### src/design/cyclic_code_systematic_codec_unit_defines.svh
// Assertion macros used by the codec RTL.
`ifndef CYCLIC_CODE_SYSTEMATIC_CODEC_UNIT_DEFINES_SVH
`define CYCLIC_CODE_SYSTEMATIC_CODEC_UNIT_DEFINES_SVH
`ifndef NO_ASSERTIONS
// Implication checked in the same cycle.
`define CSC_ASSERT_NOW(lbl, ante, cons, msg) \
	lbl: assert property (@(posedge clk) disable iff (!arst_n) (ante) |-> (cons)) \
		else $error(msg);
// Implication checked in the next cycle.
`define CSC_ASSERT_NEXT(lbl, ante, cons, msg) \
	lbl: assert property (@(posedge clk) disable iff (!arst_n) (ante) |=> (cons)) \
		else $error(msg);
`else
`define CSC_ASSERT_NOW(lbl, ante, cons, msg)
`define CSC_ASSERT_NEXT(lbl, ante, cons, msg)
`endif
`endif

### src/design/cscodec_pkg.sv
package cscodec_pkg;

	// Size limits of the code.
	localparam int MAX_CODE_BITS  = 64;
	localparam int MAX_CHECK_BITS = 8;

	// Register field widths and the configuration bus.
	localparam int GEN_W  = 9;
	localparam int CHK_W  = 4;
	localparam int MSG_W  = 6;
	localparam int ADDR_W = 4;
	localparam int DATA_W = 32;

	// Register reset values: x^3 + x + 1 with four message bits.
	localparam logic [GEN_W-1:0] GEN_RESET = 9'd11;
	localparam logic [CHK_W-1:0] CHK_RESET = 4'd3;
	localparam logic [MSG_W-1:0] MSG_RESET = 6'd4;

	// Register indexes on the configuration bus.
	typedef enum logic [1:0] {
		REG_GEN = 2'd0,
		REG_CHK = 2'd1,
		REG_MSG = 2'd2
	} reg_idx_t;

	// Configuration register contents.
	typedef struct packed {
		logic [GEN_W-1:0] gen;
		logic [CHK_W-1:0] chk;
		logic [MSG_W-1:0] msg;
	} cfg_t;

	// Operation kind of an input item.
	localparam logic KIND_ENCODE = 1'b0;
	localparam logic KIND_DECODE = 1'b1;

	// Result status codes.
	typedef enum logic [1:0] {
		STATUS_CLEAN         = 2'd0,
		STATUS_CORRECTED     = 2'd1,
		STATUS_UNCORRECTABLE = 2'd2
	} status_t;

	// Operations of the remainder cells.
	typedef enum logic [1:0] {
		CELL_HOLD,
		CELL_CLEAR,
		CELL_DIVIDE,
		CELL_ROTATE
	} cell_op_t;

	// Control shared by every cell of the remainder chain.
	typedef struct packed {
		cell_op_t op;
		logic     fb_s;
		logic     fb_e;
		logic     wrap;
	} cell_ctrl_t;

endpackage

### src/design/cscodec_cell.sv
// One stage of the remainder chain. It holds one bit of the syndrome and one
// bit of the wrap term (x^n mod g), and takes the bits of its lower neighbor.
module cscodec_cell (
	input  logic                    clk,
	input  cscodec_pkg::cell_ctrl_t ctrl,
	input  logic                    active,
	input  logic                    g_bit,
	input  logic                    seed,
	input  logic                    s_prev,
	input  logic                    e_prev,
	output logic                    s_bit,
	output logic                    e_bit
);

	logic s_q;
	logic e_q;

	// Shift with generator feedback; a rotation also folds in x^n + 1.
	always_ff @(posedge clk) begin
		unique case (ctrl.op)
			cscodec_pkg::CELL_HOLD: begin
				s_q <= s_q;
			end
			cscodec_pkg::CELL_CLEAR: begin
				s_q <= 1'b0;
				e_q <= seed;
			end
			cscodec_pkg::CELL_DIVIDE: begin
				s_q <= active & (s_prev ^ (ctrl.fb_s & g_bit));
				e_q <= active & (e_prev ^ (ctrl.fb_e & g_bit));
			end
			cscodec_pkg::CELL_ROTATE: begin
				s_q <= active & (s_prev ^ (ctrl.fb_s & g_bit) ^ (ctrl.wrap & (e_q ^ seed)));
			end
			default: begin
				s_q <= s_q;
			end
		endcase
	end

	assign s_bit = s_q;
	assign e_bit = e_q;

endmodule

### src/design/cscodec_cfg.sv
// Configuration registers behind the APB-style port.
module cscodec_cfg (
	input  logic                           clk,
	input  logic                           arst_n,
	input  logic                           psel,
	input  logic                           penable,
	input  logic                           pwrite,
	input  logic [cscodec_pkg::ADDR_W-1:0] paddr,
	input  logic [cscodec_pkg::DATA_W-1:0] pwdata,
	output logic [cscodec_pkg::DATA_W-1:0] prdata,
	output logic                           pready,
	output cscodec_pkg::cfg_t              cfg
);

	cscodec_pkg::cfg_t     cfg_q;
	cscodec_pkg::reg_idx_t idx;

	assign idx    = cscodec_pkg::reg_idx_t'(paddr[cscodec_pkg::ADDR_W-1:2]);
	assign pready = 1'b1;
	assign cfg    = cfg_q;

	// Register writes complete in the access cycle.
	always_ff @(posedge clk or negedge arst_n) begin
		if (!arst_n) begin
			cfg_q.gen <= cscodec_pkg::GEN_RESET;
			cfg_q.chk <= cscodec_pkg::CHK_RESET;
			cfg_q.msg <= cscodec_pkg::MSG_RESET;
		end else if (psel && penable && pwrite) begin
			unique case (idx)
				cscodec_pkg::REG_GEN: cfg_q.gen <= pwdata[cscodec_pkg::GEN_W-1:0];
				cscodec_pkg::REG_CHK: cfg_q.chk <= pwdata[cscodec_pkg::CHK_W-1:0];
				cscodec_pkg::REG_MSG: cfg_q.msg <= pwdata[cscodec_pkg::MSG_W-1:0];
				default: begin
					cfg_q <= cfg_q;
				end
			endcase
		end
	end

	// Read data.
	always_comb begin
		unique case (idx)
			cscodec_pkg::REG_GEN: prdata = cscodec_pkg::DATA_W'(cfg_q.gen);
			cscodec_pkg::REG_CHK: prdata = cscodec_pkg::DATA_W'(cfg_q.chk);
			cscodec_pkg::REG_MSG: prdata = cscodec_pkg::DATA_W'(cfg_q.msg);
			default:              prdata = '0;
		endcase
	end

endmodule

### src/design/cyclic_code_systematic_codec_unit.sv
// Systematic cyclic code encoder and single-error-trapping decoder. A start
// pulse while busy is low takes one item; exactly one result follows, shown
// for one cycle with done high, and the receiver cannot stall it, so it must
// take every result in that cycle. With n = k + r code bits, an encode or a
// decode with a clean syndrome ends when the division of the n code bits is
// done and busy falls as the result is shown; a decode with another syndrome
// then rotates the word until a weight-one syndrome traps the error, which
// ST_FIX corrects, or until the last rotation leaves it uncorrectable. A new
// start is taken once busy is low again. The chain of remainder cells divides
// by the generator one codeword bit per cycle and then steps the syndrome of
// the rotated word one rotation per cycle.
// busy falls in the same cycle that done is shown, so the next start may meet
// the result.
`include "cyclic_code_systematic_codec_unit_defines.svh"

module cyclic_code_systematic_codec_unit #(
	parameter int MAX_CODE_BITS  = cscodec_pkg::MAX_CODE_BITS,
	parameter int MAX_CHECK_BITS = cscodec_pkg::MAX_CHECK_BITS
) (
	input  logic                           clk,
	input  logic                           arst_n,
	input  logic                           start,
	output logic                           busy,
	output logic                           done,
	input  logic                           kind,
	input  logic [MAX_CODE_BITS-1:0]       word_in,
	output logic [MAX_CODE_BITS-1:0]       word_out,
	output logic [1:0]                     status,
	input  logic                           psel,
	input  logic                           penable,
	input  logic                           pwrite,
	input  logic [cscodec_pkg::ADDR_W-1:0] paddr,
	input  logic [cscodec_pkg::DATA_W-1:0] pwdata,
	output logic [cscodec_pkg::DATA_W-1:0] prdata,
	output logic                           pready
);

	localparam int N     = MAX_CODE_BITS;
	localparam int R     = MAX_CHECK_BITS;
	localparam int NW    = $clog2(N + 1);
	localparam int CW    = $clog2(N);
	localparam int RW    = $clog2(R + 1);
	localparam int RIW   = $clog2(R);
	localparam int R_CAP = (R < N - 1) ? R : N - 1;
	localparam int SL    = (R < N) ? R : N;
	localparam int GW    = cscodec_pkg::GEN_W;

	typedef enum logic [1:0] {
		ST_IDLE,
		ST_DIV,
		ST_SCAN,
		ST_FIX
	} state_t;

	cscodec_pkg::cfg_t       cfg;
	cscodec_pkg::cell_ctrl_t cell_ctrl;
	cscodec_pkg::status_t    status_q;

	state_t          state_q;
	logic [CW-1:0]   cnt_q;
	logic [CW-1:0]   pos_q;
	logic            done_q;
	logic [N-1:0]    word_out_q;
	logic [N-1:0]    c_q;
	logic [RW-1:0]   r_q;
	logic [NW-1:0]   n_q;
	logic [R-1:0]    act_q;
	logic [R-1:0]    g_q;
	logic            kind_q;

	logic [cscodec_pkg::CHK_W-1:0] r_lo;
	logic [cscodec_pkg::MSG_W-1:0] k_lo;
	logic [RW-1:0]   r_eff;
	logic [NW-1:0]   k_cap;
	logic [NW-1:0]   k_eff;
	logic [NW-1:0]   n_eff;
	logic [NW-1:0]   n_m1;
	logic [N-1:0]    mask_n;
	logic [N-1:0]    mask_k;
	logic [N-1:0]    c_in;
	logic [R-1:0]    act_in;
	logic [R+GW-1:0] gen_ext;
	logic            accept;

	logic [R-1:0]    s_vec;
	logic [R-1:0]    e_vec;
	logic [R-1:0]    s_prev;
	logic [R-1:0]    e_prev;
	logic [RW-1:0]   r_m1;
	logic            s_zero;
	logic            s_clean;
	logic            s_one;
	logic [RIW-1:0]  j_idx;
	logic [NW-1:0]   d_ext;
	logic [NW-1:0]   j_ext;
	logic [NW-1:0]   pos_calc;
	logic [NW-1:0]   wrap_idx;
	logic            last_rot;
	logic            scan_rotate;
	logic            feed;
	logic [N-1:0]    s_ext;

	assign accept = start && !busy;
	assign busy   = (state_q != ST_IDLE);

	// Configuration registers.
	cscodec_cfg u_cfg (
		.clk     (clk),
		.arst_n  (arst_n),
		.psel    (psel),
		.penable (penable),
		.pwrite  (pwrite),
		.paddr   (paddr),
		.pwdata  (pwdata),
		.prdata  (prdata),
		.pready  (pready),
		.cfg     (cfg)
	);

	// Effective check and message lengths after clamping.
	always_comb begin
		r_lo = (cfg.chk == '0) ? cscodec_pkg::CHK_W'(1) : cfg.chk;
		k_lo = (cfg.msg == '0) ? cscodec_pkg::MSG_W'(1) : cfg.msg;
		if (32'(r_lo) > 32'(R_CAP)) begin
			r_eff = RW'(R_CAP);
		end else begin
			r_eff = RW'(r_lo);
		end
		k_cap = NW'(N) - NW'(r_eff);
		if (32'(k_lo) > 32'(k_cap)) begin
			k_eff = k_cap;
		end else begin
			k_eff = NW'(k_lo);
		end
		n_eff  = k_eff + NW'(r_eff);
		n_m1   = n_eff - NW'(1);
		mask_n = ~({N{1'b1}} << n_eff);
		mask_k = ~({N{1'b1}} << k_eff);
		if (kind == cscodec_pkg::KIND_ENCODE) begin
			c_in = (word_in & mask_k) << r_eff;
		end else begin
			c_in = word_in & mask_n;
		end
		for (int i = 0; i < R; i++) begin
			act_in[i] = (32'(i) < 32'(r_eff));
		end
		gen_ext = (R + GW)'(cfg.gen);
	end

	// Item operands, captured on the accepting edge.
	always_ff @(posedge clk) begin
		if (accept) begin
			c_q    <= c_in;
			r_q    <= r_eff;
			n_q    <= n_eff;
			act_q  <= act_in;
			g_q    <= gen_ext[R-1:0] & act_in;
			kind_q <= kind;
		end
	end

	// Syndrome decode: weight-one test and position of the trapped bit.
	// A zero syndrome means a clean word only before any rotation.
	always_comb begin
		r_m1    = r_q - RW'(1);
		s_zero  = (s_vec == '0);
		s_clean = s_zero && (cnt_q == '0);
		s_one   = !s_zero && ((s_vec & (s_vec - R'(1))) == '0);
		j_idx  = '0;
		for (int i = 0; i < R; i++) begin
			if (s_vec[i]) begin
				j_idx = RIW'(i);
			end
		end
		d_ext = NW'(cnt_q);
		j_ext = NW'(j_idx);
		if (j_ext >= d_ext) begin
			pos_calc = j_ext - d_ext;
		end else begin
			pos_calc = j_ext + n_q - d_ext;
		end
		wrap_idx    = n_q - NW'(1) - d_ext;
		last_rot    = (d_ext == n_q - NW'(1));
		scan_rotate = (state_q == ST_SCAN) && (kind_q == cscodec_pkg::KIND_DECODE)
			&& !s_clean && !s_one && !last_rot;
		s_ext       = '0;
		s_ext[SL-1:0] = s_vec[SL-1:0];
	end

	// Control of the cell chain.
	always_comb begin
		cell_ctrl.fb_s = s_vec[r_m1[RIW-1:0]];
		cell_ctrl.fb_e = e_vec[r_m1[RIW-1:0]];
		cell_ctrl.wrap = c_q[wrap_idx[CW-1:0]];
		feed           = 1'b0;
		if (accept) begin
			cell_ctrl.op = cscodec_pkg::CELL_CLEAR;
		end else if (state_q == ST_DIV) begin
			cell_ctrl.op = cscodec_pkg::CELL_DIVIDE;
			feed         = c_q[cnt_q];
		end else if (scan_rotate) begin
			cell_ctrl.op = cscodec_pkg::CELL_ROTATE;
		end else begin
			cell_ctrl.op = cscodec_pkg::CELL_HOLD;
		end
	end

	assign s_prev = {s_vec[R-2:0], feed};
	assign e_prev = {e_vec[R-2:0], 1'b0};

	// Row of remainder cells, one per check bit.
	for (genvar i = 0; i < R; i++) begin : g_cell
		cscodec_cell u_cell (
			.clk    (clk),
			.ctrl   (cell_ctrl),
			.active (act_q[i]),
			.g_bit  (g_q[i]),
			.seed   (i == 0),
			.s_prev (s_prev[i]),
			.e_prev (e_prev[i]),
			.s_bit  (s_vec[i]),
			.e_bit  (e_vec[i])
		);
	end

	// Sequencer and result registers.
	always_ff @(posedge clk or negedge arst_n) begin
		if (!arst_n) begin
			state_q    <= ST_IDLE;
			cnt_q      <= '0;
			pos_q      <= '0;
			done_q     <= 1'b0;
			word_out_q <= '0;
			status_q   <= cscodec_pkg::STATUS_CLEAN;
		end else begin
			done_q <= 1'b0;
			unique case (state_q)
				ST_IDLE: begin
					if (start) begin
						state_q <= ST_DIV;
						cnt_q   <= n_m1[CW-1:0];
					end
				end
				ST_DIV: begin
					if (cnt_q == '0) begin
						state_q <= ST_SCAN;
					end else begin
						cnt_q <= cnt_q - CW'(1);
					end
				end
				ST_SCAN: begin
					priority if (kind_q == cscodec_pkg::KIND_ENCODE) begin
						state_q    <= ST_IDLE;
						done_q     <= 1'b1;
						word_out_q <= c_q | s_ext;
						status_q   <= cscodec_pkg::STATUS_CLEAN;
					end else if (s_clean) begin
						state_q    <= ST_IDLE;
						done_q     <= 1'b1;
						word_out_q <= c_q >> r_q;
						status_q   <= cscodec_pkg::STATUS_CLEAN;
					end else if (s_one) begin
						state_q <= ST_FIX;
						pos_q   <= pos_calc[CW-1:0];
					end else if (last_rot) begin
						state_q    <= ST_IDLE;
						done_q     <= 1'b1;
						word_out_q <= c_q >> r_q;
						status_q   <= cscodec_pkg::STATUS_UNCORRECTABLE;
					end else begin
						cnt_q <= cnt_q + CW'(1);
					end
				end
				ST_FIX: begin
					state_q    <= ST_IDLE;
					done_q     <= 1'b1;
					word_out_q <= (c_q ^ (N'(1) << pos_q)) >> r_q;
					status_q   <= cscodec_pkg::STATUS_CORRECTED;
				end
				default: begin
					state_q <= ST_IDLE;
				end
			endcase
		end
	end

	assign done     = done_q;
	assign word_out = word_out_q;
	assign status   = status_q;

	// A result transfer always coincides with the block going idle.
	`CSC_ASSERT_NOW(a_done_idle, done, !busy, "result shown while still busy")
	// An accepted item keeps the block busy and yields no result next cycle.
	`CSC_ASSERT_NEXT(a_accept_busy, start && !busy, busy && !done, "accept did not start work")
	// Encoding never reports an error status.
	`CSC_ASSERT_NOW(a_enc_clean, done && (kind_q == cscodec_pkg::KIND_ENCODE), status_q == cscodec_pkg::STATUS_CLEAN, "encode result with error status")

endmodule

### config.mk
export PLATFORM = sky130hd
export DESIGN_NAME = cyclic_code_systematic_codec_unit
export DESIGN_NICKNAME = d
export VERILOG_FILES = /design/src/design/cscodec_pkg.sv /design/src/design/cscodec_cell.sv /design/src/design/cscodec_cfg.sv /design/src/design/cyclic_code_systematic_codec_unit.sv
export VERILOG_INCLUDE_DIRS = /design/src /design/src/design
export SDC_FILE = /design/constraint.sdc
export NUM_CORES = 1
export LEC_CHECK = 0
export ABC_CLOCK_PERIOD_IN_PS = 10600
export BUFFER_PORTS_ARGS = -buffer_cell sky130_fd_sc_hd__buf_2
export CORE_ASPECT_RATIO = 0.9
export CORE_MARGIN = 5
export CORE_UTILIZATION = 45
export DETAILED_ROUTE_END_ITERATION = 6
export PLACE_DENSITY = 0.63
export SLEW_MARGIN = 20
export SYNTH_ARGS = -nofsm -noshare
export SYNTH_HDL_FRONTEND = slang
export SYNTH_HIERARCHICAL = 1
export SYNTH_SLANG_ARGS = --single-unit
export TNS_END_PERCENT = 50
### constraint.sdc
create_clock -name clk -period 10.6 [get_ports clk]
set_clock_uncertainty 0.15 [all_clocks]
set_input_delay 0.53 -clock clk [delete_from_list [all_inputs] [get_ports clk]]
set_output_delay 0.53 -clock clk [all_outputs]
set_load 0.01 [all_outputs]
==> summary.md <==
| Metric | Value |
|---|---|
| Status | `finished, violations left` |
| Failing checks | `DRC` |
| ANT cells | `0` |
| Die W | `257 um` |
| Critical Path Start Type | `flip-flop` |
| First-pass GRT wire length | `172 mm` |
| Post-synth top area share | `0.133` |
| Total negative slack | `0 ns` |
| Leading area contributor after synthesis | `mux4_2` |
| Max-cap violations | `0` |
| Post-Synthesis Mean Instance Area | `8.82 um2` |
| Cell Chain, Critical Path | `inv_1 > nor2_4 > buf_4 > ha_1 > inv_1 > ha_1 > nand3b_1 > a21oi_1 > o21ai_2 > buf_4 > a21oi_1 > ha_1 > fa_1 > xnor2_1 > inv_1 > o21ai_0 > o21ai_0 > and3_1 > or4_1` |
| Commonest cells post-synth | `nand2_1 (293), nor2_1 (206), clkbuf_1 (168), mux4_2 (146), o21ai_0 (126)` |
| Lkg Pwr | `10.4 nW` |
| DP Worst Slack | `2.72 ns` |
| Wire length per cell | `33.8 um` |
| Row Count | `81` |
| CTS tree | `done` |
| # DRC | `5` |
| Setup repair after global routing missed its margin | `false` |
| Synth Flop Type | `edfxtp_1` |
| Fin util | `0.491` |
| Via density | `7.38` |
| Synth async-reset ratio | `0.483` |
| Count of state elements after synthesis | `207` |
| Post-CTS Resized | `0` |
| Final WS setup | `2.44 ns` |
| Maximum clock rate | `123 MHz` |
| Starting DRT DRC Count | `4137` |
| Top cells by area, synth | `mux4_2 (13%), edfxtp_1 (13%), dfrtp_1 (9.5%)` |
| ANT nets after route | `0` |
| Worst Setup End Kind | `flip-flop` |
| Hold Fails Final Rpt | `0` |
| Clk Latency, worst-skew pair | `0.57 ns` |
| Total congestion overflow | `0` |
| Synth cell types | `102` |
| Routed via count | `26032` |
| Sequential area share after synthesis | `0.232` |
| Worst VDD drop | `221 uV` |
| CP max stage cell | `dfstp_2` |
| Clk Tree Root Cell | `clkbuf_16` |
| Yosys warning total | `6` |
| Vias in the first global route | `24003` |
| Placed Cells | `3480` |
| CP arrival | `8.30 ns` |
| HPWL Detailed | `89.2 mm` |
| Tot Pwr | `9.29 mW` |
| Pre-antenna DRT Iters | `7` |
| Endpoints failing setup | `0` |
| Worst-Margin Slew | `1.22 ns` |
| Synth Cell Area | `24700 um2` |
| Die H | `232 um` |
| Nets@finish | `2984` |
| Htree depth | `1` |
| Number of flops mapped to enable cells by yosys | `107` |
| CTS Sinks | `207` |
| Max_slew headroom | `0.178` |
| Fillers | `5193` |
| Antenna violations before repair | `3` |
| Final WL | `119 mm` |
| Hold Path Class | `primary input to flip-flop` |
| Die area | `59600 um2` |
| Pwr per Cell Area | `348 nW/um2` |
| Slew Limit Fails | `0` |
| Area of the core | `54300 um2` |
| Share of post-route cells with drive strength above 1 | `0.198` |
| Most common cell in the netlist | `nand2_1` |
| Worst-path fanout max | `62` |
| Largest net degree at the start of global routing | `75` |
| Num CTS Buffers | `26` |
| Setup CP Type | `flip-flop to flip-flop` |
| Starting Density | `0.454` |
| Tmin final | `8.16 ns` |
| Period utilisation layout | `0.769` |
| GPL Wtd Cong | `1.08` |
| CP required | `10.75 ns` |
| Clock slew at reported path FFs | `0.06 ns` |
| Clk buf depth | `3` |
| GR Util All Layers | `0.382` |
| Finished Layout Cells | `3528` |
| I/O pins | `208` |
| Syn-to-layout area delta | `8.16%` |
| Gate Count Post-Synth | `2796` |
| I/O Buffers | `158` |
| CP peak stage delay | `0.94 ns` |
[flip-flops by register name, indices dropped and copies added, names as in the netlist]
| register | cells |
|---|---|
| r_q | 4 |
| g_cell.u_cell/e_bit | 8 |
| c_q | 64 |
| kind_q | 1 |
| g_cell.u_cell/s_bit | 8 |
| n_q | 7 |
| g_q | 8 |
| cnt_q | 6 |
| u_cfg/cfg | 19 |
| act_q | 7 |
| word_out | 64 |
| done | 1 |
| state_q | 2 |
| status | 2 |
| pos_q | 6 |
[stage by stage]
| stage | area [um2] | hold WS (ns) |
|---|---|---|
| after floorplan | 24800 | 0.0844 |
| after global placement | 25800 | 0.309 |
| after detailed placement | 25800 | 0.316 |
| after CTS | 26700 | 0.0277 |
| after global routing | 26700 | 0.0314 |
| final | 26700 | 0.0498 |
[placed cells by master, fill, tap and decap left out, types with 15 or more instances in the layout]
cell type	Yosys	final
mux2i_1	117	117
xnor2_1	49	48
o22ai_1	59	59
a22oi_1	29	29
a31oi_1	46	46
o31ai_1	38	38
a221oi_1	17	17
and2_1	27	27
o21a_1	20	20
buf_4	24	58
and3b_1	24	24
o21ai_1	47	47
nand2_1	293	293
o211ai_1	76	76
mux4_2	146	146
o221ai_1	18	18
nor4_1	15	15
a32oi_1	31	31
a221o_1	25	25
and3_1	15	15
clkbuf_16	0	26
a21o_1	34	34
ha_1	66	64
inv_1	84	82
edfxtp_1	107	107
nor2_1	206	200
a211oi_1	51	51
xor2_1	43	43
a21oi_1	119	118
or3_1	15	15
nor3_1	60	60
mux2_2	83	83
buf_2	43	157
conb_1	4	43
nand3_1	60	60
o21ai_0	126	125
dfrtp_1	94	94
[where the power goes]
part | switching, mW | leakage (nW) | internal, mW | total [mW]
logic | 4.16 | 7.69 | 2.41 | 6.57
clock network | 0.381 | 0.428 | 0.524 | 0.906
registers | 0.557 | 2.25 | 1.25 | 1.81
total | 5.10 | 10.4 | 4.18 | 9.29
[cell type report]
type	count	area, um2	area share
sequential	207	5720	0.214
tap	705	882	0.0331
multi-input combinational	2256	17600	0.660
timing repair buffer	216	1230	0.0461
clock inverter	18	181	0.00680
clock buffer	29	692	0.0259
inverter	97	370	0.0139
[critical path: cells and delay by family (launching register included)]
kind / cells / cell delay, ns
buffers and inverters: 5 / 2.24
AOI/OAI and AO/OA: 5 / 1.46
adders and majority gates: 4 / 1.42
and+or+nand+nor: 4 / 1.06
DFF: 1 / 0.94
xor gates and xnor gates: 1 / 0.57
[per-layer routing]
metal	up-vias	share of wire	GRT usage
met4	4	0.044	0.128
met2	2051	0.40	0.538
met1	12846	0.41	0.547
met5	-	0.00050	0
met3	309	0.14	0.136
li1	10822	-	-
[logic make-up (layout without fill, tap and decap cells)]
kind of cell	count (synthesis)	after routing	share of synthesized area
compound gates	895	895	0.253
xor+xnor	93	93	0.0333
fa+ha+maj	73	73	0.0392
buf+inv	372	360	0.0630
flops	207	207	0.232
mux	355	355	0.224
other cells	4	43	0.000608
simple gates	797	797	0.155
[final timing paths]
path / from / to / slack, ns / cells after the start
max in group asynchronous: arst_n / word_out[15]$_DFFE_PN0P_ / 8.63 / 3
min in group asynchronous: arst_n / u_cfg/cfg[3]$_DFFE_PN0P_ / 0.36 / 2
hold reg to reg: word_out[59]$_DFFE_PN0P_ / word_out[59]$_DFFE_PN0P_ / 0.32 / 2
setup / recovery: u_cfg/cfg[7]$_DFFE_PN1P_ / c_q[25]$_DFFE_PP_ / 2.44 / 19
hold / removal: pwdata[8] / u_cfg/cfg[18]$_DFFE_PN0P_ / 0.05 / 2
setup reg to reg: u_cfg/cfg[7]$_DFFE_PN1P_ / c_q[25]$_DFFE_PP_ / 2.44 / 19
[what timing repair did]
item | 4_1_cts | 5_1_grt
hold buffers | 1 | 0
buffers inserted | 0 | 0
endpoints found under the hold margin | 29 | 0
Power figures use the tool's default switching activity.
